--- src/hw/rtl/sdep_rx_pkg.sv ---
`default_nettype none

package sdep_rx_pkg;

    localparam int unsigned CFG_DATA_W = 16;

    // register indexes
    localparam logic REG_MAX_PAYLOAD = 1'b0;
    localparam logic REG_HUNT_LIMIT  = 1'b1;

    localparam logic [6:0]  MAX_PAYLOAD_RST = 7'd16;
    localparam logic [15:0] HUNT_LIMIT_RST  = 16'd16000;

    // receive phases
    localparam logic [2:0] PH_IDLE = 3'd0;
    localparam logic [2:0] PH_HUNT = 3'd1;
    localparam logic [2:0] PH_TYPE = 3'd2;
    localparam logic [2:0] PH_IDLO = 3'd3;
    localparam logic [2:0] PH_IDHI = 3'd4;
    localparam logic [2:0] PH_LEN  = 3'd5;
    localparam logic [2:0] PH_PAY  = 3'd6;

    // result status codes
    localparam logic [2:0] ST_CONSUMED = 3'd0;
    localparam logic [2:0] ST_RESELECT = 3'd1;
    localparam logic [2:0] ST_PAYLOAD  = 3'd2;
    localparam logic [2:0] ST_DONE     = 3'd3;
    localparam logic [2:0] ST_NOTREADY = 3'd4;
    localparam logic [2:0] ST_TIMEOUT  = 3'd5;
    localparam logic [2:0] ST_LENFAIL  = 3'd6;

    // filler and message type bytes
    localparam logic [7:0] BYTE_FILL_FF = 8'hFF;
    localparam logic [7:0] BYTE_FILL_FE = 8'hFE;
    localparam logic [7:0] TYPE_CMD     = 8'h10;
    localparam logic [7:0] TYPE_RESP    = 8'h20;
    localparam logic [7:0] TYPE_ALERT   = 8'h40;
    localparam logic [7:0] TYPE_ERROR   = 8'h80;

    localparam logic [1:0] KIND_CMD   = 2'd0;
    localparam logic [1:0] KIND_RESP  = 2'd1;
    localparam logic [1:0] KIND_ALERT = 2'd2;
    localparam logic [1:0] KIND_ERROR = 2'd3;

    typedef struct packed {
        logic [6:0]  max_payload;
        logic [15:0] hunt_limit;
    } cfg_t;

    typedef struct packed {
        logic [2:0]  status;
        logic [7:0]  data_byte;
        logic [6:0]  byte_index;
        logic [1:0]  msg_kind;
        logic [15:0] msg_id;
        logic [6:0]  payload_length;
        logic        more_flag;
        logic        last;
    } res_t;

    typedef struct packed {
        logic       valid;
        logic [1:0] kind;
    } type_t;

    function automatic type_t type_decode(input logic [7:0] b);
        type_t t;
        t.valid = 1'b1;
        t.kind  = KIND_CMD;
        unique case (b)
            TYPE_CMD:   t.kind = KIND_CMD;
            TYPE_RESP:  t.kind = KIND_RESP;
            TYPE_ALERT: t.kind = KIND_ALERT;
            TYPE_ERROR: t.kind = KIND_ERROR;
            default:    t.valid = 1'b0;
        endcase
        return t;
    endfunction

endpackage

`default_nettype wire

--- src/hw/rtl/sdep_rx_if.sv ---
`default_nettype none

interface sdep_rx_in_if;
    logic       valid;
    logic       ready;
    logic [7:0] rx_byte;
    logic       ready_line;

    modport source (output valid, output rx_byte, output ready_line, input ready);
    modport sink (input valid, input rx_byte, input ready_line, output ready);
endinterface

interface sdep_rx_out_if;
    logic        valid;
    logic        ready;
    logic [2:0]  status;
    logic [7:0]  data_byte;
    logic [6:0]  byte_index;
    logic [1:0]  msg_kind;
    logic [15:0] msg_id;
    logic [6:0]  payload_length;
    logic        more_flag;
    logic        last;

    modport source (
        output valid, output status, output data_byte, output byte_index,
        output msg_kind, output msg_id, output payload_length, output more_flag,
        output last, input ready
    );
    modport sink (
        input valid, input status, input data_byte, input byte_index,
        input msg_kind, input msg_id, input payload_length, input more_flag,
        input last, output ready
    );
endinterface

`default_nettype wire

--- src/hw/rtl/sdep_rx_cfg.sv ---
`default_nettype none

module sdep_rx_cfg (
    input  wire logic                               clk,
    input  wire logic                               rst_n,
    input  wire logic                               cfg_we,
    input  wire logic                               cfg_index,
    input  wire logic [sdep_rx_pkg::CFG_DATA_W-1:0] cfg_data,
    output sdep_rx_pkg::cfg_t                       cfg
);

    sdep_rx_pkg::cfg_t cfg_reg;
    sdep_rx_pkg::cfg_t cfg_next;

    always_comb
    begin
        cfg_next = cfg_reg;
        if (cfg_we)
        begin
            unique case (cfg_index)
                sdep_rx_pkg::REG_MAX_PAYLOAD: cfg_next.max_payload = cfg_data[6:0];
                sdep_rx_pkg::REG_HUNT_LIMIT:  cfg_next.hunt_limit  = cfg_data[15:0];
                default:                      cfg_next = cfg_reg;
            endcase
        end
    end

    always_ff @(posedge clk or negedge rst_n)
    begin
        if (!rst_n)
        begin
            cfg_reg.max_payload <= sdep_rx_pkg::MAX_PAYLOAD_RST;
            cfg_reg.hunt_limit  <= sdep_rx_pkg::HUNT_LIMIT_RST;
        end
        else
        begin
            cfg_reg <= cfg_next;
        end
    end

    assign cfg = cfg_reg;

endmodule

`default_nettype wire

--- src/hw/rtl/sdep_rx_step.sv ---
`default_nettype none

module sdep_rx_step (
    input  wire logic              clk,
    input  wire logic              rst_n,
    input  wire logic              fire,
    input  wire logic [7:0]        rx_byte,
    input  wire logic              ready_line,
    input  wire sdep_rx_pkg::cfg_t cfg,
    output sdep_rx_pkg::res_t      res
);

    logic [2:0]  phase_reg,         phase_next;
    logic [15:0] wait_count_reg,    wait_count_next;
    logic [1:0]  kind_reg,          kind_next;
    logic [15:0] id_reg,            id_next;
    logic [6:0]  length_reg,        length_next;
    logic        more_reg,          more_next;
    logic [6:0]  payload_count_reg, payload_count_next;

    sdep_rx_pkg::type_t tcode;
    logic [15:0] hunt_cnt;
    logic [15:0] type_cnt;
    logic [6:0]  pay_cnt;
    logic        is_fill;

    logic [2:0]  status;
    logic [7:0]  data_byte;
    logic [6:0]  byte_index;
    logic        last;

    assign tcode = sdep_rx_pkg::type_decode(rx_byte);
    // the count restarts from zero when a packet begins in idle
    assign hunt_cnt = ((phase_reg == sdep_rx_pkg::PH_HUNT) ? wait_count_reg : 16'd0) + 16'd1;
    assign type_cnt = wait_count_reg + 16'd1;
    assign pay_cnt  = payload_count_reg + 7'd1;
    assign is_fill  = (rx_byte == sdep_rx_pkg::BYTE_FILL_FF) ||
                      (rx_byte == sdep_rx_pkg::BYTE_FILL_FE);

    always_comb
    begin
        phase_next         = phase_reg;
        wait_count_next    = wait_count_reg;
        kind_next          = kind_reg;
        id_next            = id_reg;
        length_next        = length_reg;
        more_next          = more_reg;
        payload_count_next = payload_count_reg;
        status             = sdep_rx_pkg::ST_CONSUMED;
        data_byte          = 8'd0;
        byte_index         = 7'd0;
        last               = 1'b0;

        unique case (phase_reg)
            sdep_rx_pkg::PH_TYPE:
            begin
                if (!ready_line)
                begin
                    phase_next = sdep_rx_pkg::PH_IDLE;
                    status     = sdep_rx_pkg::ST_NOTREADY;
                end
                else
                begin
                    wait_count_next = type_cnt;
                    if (type_cnt >= cfg.hunt_limit)
                    begin
                        phase_next = sdep_rx_pkg::PH_IDLE;
                        status     = sdep_rx_pkg::ST_TIMEOUT;
                    end
                    else if (tcode.valid)
                    begin
                        kind_next  = tcode.kind;
                        phase_next = sdep_rx_pkg::PH_IDLO;
                    end
                end
            end
            sdep_rx_pkg::PH_IDLO:
            begin
                id_next[7:0] = rx_byte;
                phase_next   = sdep_rx_pkg::PH_IDHI;
            end
            sdep_rx_pkg::PH_IDHI:
            begin
                id_next[15:8] = rx_byte;
                phase_next    = sdep_rx_pkg::PH_LEN;
            end
            sdep_rx_pkg::PH_LEN:
            begin
                length_next        = rx_byte[6:0];
                more_next          = rx_byte[7];
                payload_count_next = 7'd0;
                priority if (kind_reg == sdep_rx_pkg::KIND_ERROR)
                begin
                    phase_next = sdep_rx_pkg::PH_IDLE;
                    status     = sdep_rx_pkg::ST_DONE;
                end
                else if (rx_byte[6:0] > cfg.max_payload)
                begin
                    phase_next = sdep_rx_pkg::PH_IDLE;
                    status     = sdep_rx_pkg::ST_LENFAIL;
                end
                else if (rx_byte[6:0] == 7'd0)
                begin
                    phase_next = sdep_rx_pkg::PH_IDLE;
                    status     = sdep_rx_pkg::ST_DONE;
                end
                else
                begin
                    phase_next = sdep_rx_pkg::PH_PAY;
                end
            end
            sdep_rx_pkg::PH_PAY:
            begin
                status             = sdep_rx_pkg::ST_PAYLOAD;
                data_byte          = rx_byte;
                byte_index         = payload_count_reg;
                payload_count_next = pay_cnt;
                // a wrap of the count also closes the packet
                if ((pay_cnt == length_reg) || (pay_cnt == 7'd0))
                begin
                    last       = 1'b1;
                    phase_next = sdep_rx_pkg::PH_IDLE;
                end
            end
            default:
            begin
                // idle, hunting and unused codes
                if ((phase_reg != sdep_rx_pkg::PH_HUNT) && !ready_line)
                begin
                    phase_next = sdep_rx_pkg::PH_IDLE;
                    status     = sdep_rx_pkg::ST_NOTREADY;
                end
                else
                begin
                    wait_count_next = hunt_cnt;
                    priority if (hunt_cnt >= cfg.hunt_limit)
                    begin
                        phase_next = sdep_rx_pkg::PH_IDLE;
                        status     = sdep_rx_pkg::ST_TIMEOUT;
                    end
                    else if (is_fill)
                    begin
                        phase_next = sdep_rx_pkg::PH_HUNT;
                        status     = sdep_rx_pkg::ST_RESELECT;
                    end
                    else
                    begin
                        wait_count_next = 16'd0;
                        if (tcode.valid)
                        begin
                            kind_next  = tcode.kind;
                            phase_next = sdep_rx_pkg::PH_IDLO;
                        end
                        else
                        begin
                            phase_next = sdep_rx_pkg::PH_TYPE;
                        end
                    end
                end
            end
        endcase
    end

    always_ff @(posedge clk or negedge rst_n)
    begin
        if (!rst_n)
        begin
            phase_reg         <= sdep_rx_pkg::PH_IDLE;
            wait_count_reg    <= 16'd0;
            kind_reg          <= 2'd0;
            id_reg            <= 16'd0;
            length_reg        <= 7'd0;
            more_reg          <= 1'b0;
            payload_count_reg <= 7'd0;
        end
        else if (fire)
        begin
            phase_reg         <= phase_next;
            wait_count_reg    <= wait_count_next;
            kind_reg          <= kind_next;
            id_reg            <= id_next;
            length_reg        <= length_next;
            more_reg          <= more_next;
            payload_count_reg <= payload_count_next;
        end
    end

    always_comb
    begin
        res.status         = status;
        res.data_byte      = data_byte;
        res.byte_index     = byte_index;
        res.msg_kind       = kind_next;
        res.msg_id         = id_next;
        res.payload_length = length_next;
        res.more_flag      = more_next;
        res.last           = last;
    end

endmodule

`default_nettype wire

--- src/hw/rtl/sdep_rx_out.sv ---
`default_nettype none

module sdep_rx_out (
    input  wire logic              clk,
    input  wire logic              rst_n,
    input  wire logic              load,
    input  wire sdep_rx_pkg::res_t res,
    input  wire logic              take,
    output logic                   busy,
    output sdep_rx_pkg::res_t      res_q
);

    logic              valid_reg;
    logic              valid_next;
    sdep_rx_pkg::res_t res_reg;

    always_comb
    begin
        priority if (load)
        begin
            valid_next = 1'b1;
        end
        else if (take)
        begin
            valid_next = 1'b0;
        end
        else
        begin
            valid_next = valid_reg;
        end
    end

    always_ff @(posedge clk or negedge rst_n)
    begin
        if (!rst_n)
        begin
            valid_reg <= 1'b0;
        end
        else
        begin
            valid_reg <= valid_next;
        end
    end

    always_ff @(posedge clk)
    begin
        if (load)
        begin
            res_reg <= res;
        end
    end

    assign busy  = valid_reg;
    assign res_q = res_reg;

endmodule

`default_nettype wire

--- src/hw/rtl/sdep_packet_receiver_core.sv ---
// a result is registered and appears on the output channel in the cycle after its request is accepted
// throughput: one request per cycle, but the input side stalls while a result waits
// and the output side is not ready; the result register refills in the cycle it is taken
// reset: asynchronous, active low; receiver back to idle, header fields zero,
// max_payload 16 and hunt_limit 16000, output register empty
`default_nettype none

module sdep_packet_receiver_core (
    input  wire logic                               clk,
    input  wire logic                               rst_n,
    input  wire logic                               cfg_we,
    input  wire logic                               cfg_index,
    input  wire logic [sdep_rx_pkg::CFG_DATA_W-1:0] cfg_data,
    sdep_rx_in_if.sink                              in_ch,
    sdep_rx_out_if.source                           out_ch
);

    sdep_rx_pkg::cfg_t cfg;
    sdep_rx_pkg::res_t res;
    sdep_rx_pkg::res_t res_q;
    logic              busy;
    logic              fire;

    assign in_ch.ready = !busy || out_ch.ready;
    assign fire        = in_ch.valid && in_ch.ready;

    sdep_rx_cfg u_cfg (
        .clk       (clk),
        .rst_n     (rst_n),
        .cfg_we    (cfg_we),
        .cfg_index (cfg_index),
        .cfg_data  (cfg_data),
        .cfg       (cfg)
    );

    sdep_rx_step u_step (
        .clk        (clk),
        .rst_n      (rst_n),
        .fire       (fire),
        .rx_byte    (in_ch.rx_byte),
        .ready_line (in_ch.ready_line),
        .cfg        (cfg),
        .res        (res)
    );

    sdep_rx_out u_out (
        .clk   (clk),
        .rst_n (rst_n),
        .load  (fire),
        .res   (res),
        .take  (out_ch.ready),
        .busy  (busy),
        .res_q (res_q)
    );

    assign out_ch.valid          = busy;
    assign out_ch.status         = res_q.status;
    assign out_ch.data_byte      = res_q.data_byte;
    assign out_ch.byte_index     = res_q.byte_index;
    assign out_ch.msg_kind       = res_q.msg_kind;
    assign out_ch.msg_id         = res_q.msg_id;
    assign out_ch.payload_length = res_q.payload_length;
    assign out_ch.more_flag      = res_q.more_flag;
    assign out_ch.last           = res_q.last;

endmodule

`default_nettype wire

--- src/flat_wrapper.sv ---
// flat-port wrapper written by rule: the top's interface ports become plain ports
module sdep_packet_receiver_core_flat 
  (clk, rst_n, cfg_we, cfg_index, cfg_data, in_ch_valid, in_ch_rx_byte, in_ch_ready_line, in_ch_ready, out_ch_valid, out_ch_status, out_ch_data_byte, out_ch_byte_index, out_ch_msg_kind, out_ch_msg_id, out_ch_payload_length, out_ch_more_flag, out_ch_last, out_ch_ready);
  sdep_rx_in_if in_ch_i ();
  sdep_rx_out_if out_ch_i ();
  input  wire logic clk;
  input  wire logic rst_n;
  input  wire logic cfg_we;
  input  wire logic cfg_index;
  input  wire logic [sdep_rx_pkg::CFG_DATA_W-1:0] cfg_data;
  input wire logic [$bits(in_ch_i.valid)-1:0] in_ch_valid;
  input wire logic [$bits(in_ch_i.rx_byte)-1:0] in_ch_rx_byte;
  input wire logic [$bits(in_ch_i.ready_line)-1:0] in_ch_ready_line;
  output wire logic [$bits(in_ch_i.ready)-1:0] in_ch_ready;
  output wire logic [$bits(out_ch_i.valid)-1:0] out_ch_valid;
  output wire logic [$bits(out_ch_i.status)-1:0] out_ch_status;
  output wire logic [$bits(out_ch_i.data_byte)-1:0] out_ch_data_byte;
  output wire logic [$bits(out_ch_i.byte_index)-1:0] out_ch_byte_index;
  output wire logic [$bits(out_ch_i.msg_kind)-1:0] out_ch_msg_kind;
  output wire logic [$bits(out_ch_i.msg_id)-1:0] out_ch_msg_id;
  output wire logic [$bits(out_ch_i.payload_length)-1:0] out_ch_payload_length;
  output wire logic [$bits(out_ch_i.more_flag)-1:0] out_ch_more_flag;
  output wire logic [$bits(out_ch_i.last)-1:0] out_ch_last;
  input wire logic [$bits(out_ch_i.ready)-1:0] out_ch_ready;
  assign in_ch_i.valid = in_ch_valid;
  assign in_ch_i.rx_byte = in_ch_rx_byte;
  assign in_ch_i.ready_line = in_ch_ready_line;
  assign in_ch_ready = in_ch_i.ready;
  assign out_ch_valid = out_ch_i.valid;
  assign out_ch_status = out_ch_i.status;
  assign out_ch_data_byte = out_ch_i.data_byte;
  assign out_ch_byte_index = out_ch_i.byte_index;
  assign out_ch_msg_kind = out_ch_i.msg_kind;
  assign out_ch_msg_id = out_ch_i.msg_id;
  assign out_ch_payload_length = out_ch_i.payload_length;
  assign out_ch_more_flag = out_ch_i.more_flag;
  assign out_ch_last = out_ch_i.last;
  assign out_ch_i.ready = out_ch_ready;
  sdep_packet_receiver_core u_core (.clk(clk), .rst_n(rst_n), .cfg_we(cfg_we), .cfg_index(cfg_index), .cfg_data(cfg_data), .in_ch(in_ch_i), .out_ch(out_ch_i));
endmodule
--- config.mk ---
export PLATFORM = sky130hd
export DESIGN_NAME = sdep_packet_receiver_core_flat
export DESIGN_NICKNAME = d
export VERILOG_FILES = /design/src/hw/rtl/sdep_rx_pkg.sv /design/src/hw/rtl/sdep_rx_if.sv /design/src/hw/rtl/sdep_rx_cfg.sv /design/src/hw/rtl/sdep_rx_step.sv /design/src/hw/rtl/sdep_rx_out.sv /design/src/hw/rtl/sdep_packet_receiver_core.sv /design/src/flat_wrapper.sv
export SDC_FILE = /design/constraint.sdc
export NUM_CORES = 1
export LEC_CHECK = 0
export BUFFER_PORTS_ARGS = -buffer_cell sky130_fd_sc_hd__buf_4
export CORE_UTILIZATION = 53
export CTS_CLUSTER_DIAMETER = 100
export DETAILED_ROUTE_END_ITERATION = 6
export PLACE_DENSITY = 0.81
export SYNTH_ARGS = -nofsm -noshare
export SYNTH_HDL_FRONTEND = slang
export SYNTH_SLANG_ARGS = --single-unit
--- constraint.sdc ---
create_clock -name clk -period 3.5 [get_ports clk]
set_input_delay 0.35 -clock clk [delete_from_list [all_inputs] [get_ports clk]]
set_output_delay 0.35 -clock clk [all_outputs]
set_load 0.05 [all_outputs]
==> flow_metrics.env <==
export IMPL_status="finished, final reports clean"
export IMPL_worstPathArrival_ps=3770
export IMPL_whs_ps=104.0
export IMPL_worstPathMaxFanout=10
export IMPL_relSlewSlack_pct=18.29
export IMPL_synth_compound_area_share_pct=12.35
export IMPL_ctsHoldBuffers=0
export IMPL_final_cells=995
export IMPL_cp_cell_sequence="nand3_2, nor3_2, and3_4, and3_4, nand3_2, xor2_2, nor2_1, ha_1, a21oi_1, nor2_1, a211oi_2, nor2b_4, buf_12, nand2_2, a221oi_2, nor2_1"
export IMPL_wl_per_cell_um=17.89
export IMPL_skew_ps=9.082
export IMPL_required_ps=3800
export IMPL_grt_pass1_vias=5676
export IMPL_synth_cells_most_frequent="nand2_1, dfrtp_1, nor2_1, edfxtp_1, ha_1"
export IMPL_path_class="register to register"
export IMPL_seq_area_sq_um=3264
export IMPL_synth_cell_types=64
export IMPL_largest_reg_flops=45
export IMPL_cts_max_level=4
export IMPL_hold_violations=0
export IMPL_synth_area_sq_um=6877
export IMPL_worst_pin_slew_ps=1219
export IMPL_drv_slew=0
export IMPL_die_h_um=115.9
export IMPL_grt_first_pass_wirelength_um=27520
export IMPL_insertion_delay_ps=430
export IMPL_diodes=0
export IMPL_p_int_mw=3.907
export IMPL_ant_nets=0
export IMPL_rsz0062_at_grt="yes"
export IMPL_p_seq_share_pct=34.8
export IMPL_yosys_top_cells_area="dfrtp_1, edfxtp_1, ha_1"
export IMPL_fp_dieW_um=115.9
export IMPL_row_count=41
export IMPL_start_util_pct=54.49
export IMPL_syn_avg_cell_area_sq_um=9.754
export IMPL_cellLeakagePower_nw=3.866
export IMPL_synthArstFlopShare_pct=62.81
export IMPL_cp_slowest_cell="dfrtp_2"
export IMPL_fillers=950
export IMPL_cts_root_buf="clkbuf_16"
export IMPL_synth_top_family_by_area="simple AND/OR/NAND/NOR gates"
export IMPL_p_clk_share_pct=27.5
export IMPL_core_sq_um=12620
export IMPL_critical_path_top_delay_family="simple AND/OR/NAND/NOR gates"
export IMPL_cts_buffers=17
export IMPL_cts_clk_slew_worst_paths_ps=60
export IMPL_fin_crit_ps=3474
export IMPL_hpwl_um=11790
export IMPL_max_stage_delay_ps=430
export IMPL_setup_viol=0
export IMPL_drive_gt1_share_pct=30.50
export IMPL_wirelength_um=17800
export IMPL_synth_area_leader_cell="dfrtp_1"
export IMPL_synthMuxAreaShare_pct=6.532
export IMPL_clkSinkCount=121
export IMPL_power_density_nw_per_um2=727.9
export IMPL_clock_path_buffers=2
export IMPL_dr_pass1_iters=6
export IMPL_num_nets_final=883
export IMPL_io_pins=78
export IMPL_p_switching_mw=2.459
export IMPL_post_route_drc_count=0
export IMPL_timing_fmax_mhz=287.8
export IMPL_grt_max_degree=77
export IMPL_grtUsageTotal_pct=27.15
export IMPL_crit_path_end_kind="register"
export IMPL_grt_overflow_total=0
export IMPL_synth_simple_area_share_pct=18.87
export IMPL_timing_max_cap_violations=0
export IMPL_critPathBufInv=1
export IMPL_seq_area_frac_synth_pct=47.43
export IMPL_crit_path_frequent_cell="nor2_1"
export IMPL_die_area_sq_um=13430
export IMPL_fin_crit_sh_pct=99.27
export IMPL_drt_iter0_drc=572
export IMPL_swShare_pct=38.63
export IMPL_peakVddDrop_mv=0.3236
export IMPL_port_buffers=77
export IMPL_ys_ff_latch=121
export IMPL_cts_tree="done"
export IMPL_synthCells=705
export IMPL_multi_input_area_sq_um=3630
export IMPL_synthAdderAreaFrac_pct=7.642
export IMPL_syn_num_nets=778
export IMPL_num_vias=5790
export IMPL_yosysMostFrequentCell="nand2_1"
export IMPL_critPathLaunchType="register"
export IMPL_area_growth_pct=27.17
export IMPL_hold_path_class="primary input to asynchronous set/reset pin"
export IMPL_yosysWarnings=0
export IMPL_gp_congestion=0.8791
export IMPL_synthDominantCellAreaShare_pct=25.11
export IMPL_placedCellCount=946
export IMPL_antenna_found_initial=0
export IMPL_synth_xor_area_share_pct=3.439
export IMPL_viasPerCell=5.819
export IMPL_synth_ff_type="dfrtp_1"
export IMPL_synth_edf_count=45
export IMPL_p_comb_share_pct=37.7
[worst register-to-register path, stage by stage, from the launching register on]
cell and delay (ps):
dfrtp_2 430, nand3_2 110, nor3_2 150, and3_4 230, and3_4 210, nand3_2 100
xor2_2 250, nor2_1 80, ha_1 320, a21oi_1 180, nor2_1 70, a211oi_2 250
nor2b_4 230, buf_12 120, nand2_2 170, a221oi_2 360, nor2_1 80
[metrics by stage]
step / setup TNS (ps) / total power [mW] / setup WS, ps / instance area (sq um) / utilization [%]
after global placement: 0 / 4.237 / 25.12 / 7756 / 61.46
after floorplan: 0 / 3.714 / 11.34 / 6892 / -
final: 0 / 6.365 / 25.63 / 8745 / 69.29
after CTS: 0 / 6.167 / 14.79 / 8423 / 66.75
after global routing: -723.2 / 6.684 / -94.50 / 8745 / 69.29
after detailed placement: -921.8 / 4.368 / -113.8 / 7756 / 61.46
[timing repair]
action / CTS / global route
resized for setup: 10 / 41
endpoints found under the setup margin: 13 / 24
pin swaps: 6 / 22
buffers inserted: 2 / 15
gates cloned: 0 / 0
[power by group through the flow]
stage / clock (mW) / combinational [mW] / sequential, mW
after detailed placement: 0 / 2.16 / 2.20
after CTS: 1.77 / 2.21 / 2.18
final: 1.75 / 2.40 / 2.22
after floorplan: 0 / 1.36 / 2.36
after global routing: 1.82 / 2.61 / 2.26
after global placement: 0 / 2.06 / 2.17
[cells by family after synthesis]
logic type               Yosys count
multiplexers                      40
XOR/XNOR                          27
flip-flops                       121
adder cells (fa/ha/maj)           42
buffers and inverters             68
AND/OR/NAND/NOR                  280
AO/OA/AOI/OAI                    127
[layer usage]
layer  track usage, %  up-vias  share of wire, %
li1                 -     2707                 -
met5                0        -                 0
met2            46.79      247                51
met1            33.15     2798                40
met4            10.60        0               2.1
met3            6.067       38               6.5
[cell usage in the layout (no fill, tap or decap), types with 5 or more instances in the layout]
| cell | n |
|---|---|
| inv_2 | 5 |
| inv_6 | 5 |
| ha_1 | 38 |
| o22ai_1 | 5 |
| and3_1 | 5 |
| and2_1 | 12 |
| buf_4 | 118 |
| dfrtp_1 | 67 |
| mux2_2 | 35 |
| nor2_1 | 59 |
| xor2_1 | 11 |
| nand3_1 | 15 |
| nand4_1 | 5 |
| nor3_2 | 5 |
| nor3_1 | 12 |
| dfstp_2 | 7 |
| nand2b_1 | 7 |
| a21oi_1 | 27 |
| xnor2_1 | 12 |
| nor2b_1 | 13 |
| clkbuf_16 | 17 |
| nand2_1 | 108 |
| o21a_1 | 5 |
| o21ai_0 | 31 |
| edfxtp_1 | 45 |
| inv_1 | 29 |
[path summary, 6_finish.rpt]
| path | to | slack (ps) | cells past startpoint | start |
|---|---|---|---|---|
| min in group clk | u_core.u_out.busy$_DFFE_PN0P_ | 140 | 2 | in_ch_valid |
| setup / recovery | u_core.u_step.wait_count_reg[10]$_DFFE_PN0P_ | 30 | 16 | u_core.u_step.wait_count_reg[0]$_DFFE_PN0P_ |
| setup reg to reg | u_core.u_step.wait_count_reg[10]$_DFFE_PN0P_ | 30 | 16 | u_core.u_step.wait_count_reg[0]$_DFFE_PN0P_ |
| hold / removal | u_core.u_step.payload_count_reg[4]$_DFFE_PN0P_ | 100 | 1 | rst_n |
| max in group asynchronous | u_core.u_step.wait_count_reg[1]$_DFFE_PN0P_ | 2670 | 1 | rst_n |
| hold reg to reg | u_core.u_step.id_reg[10]$_DFFE_PN0P_ | 470 | 2 | u_core.u_step.id_reg[10]$_DFFE_PN0P_ |
[cell type report]
class | instances | share of cell area (%)
clock buffer | 17 | 4.865
clock inverter | 15 | 1.889
inverter | 34 | 1.459
multi-input combinational | 516 | 41.51
sequential | 121 | 37.33
tap | 172 | 2.461
timing repair buffer | 120 | 10.49
(Power assumes the default switching activity.)
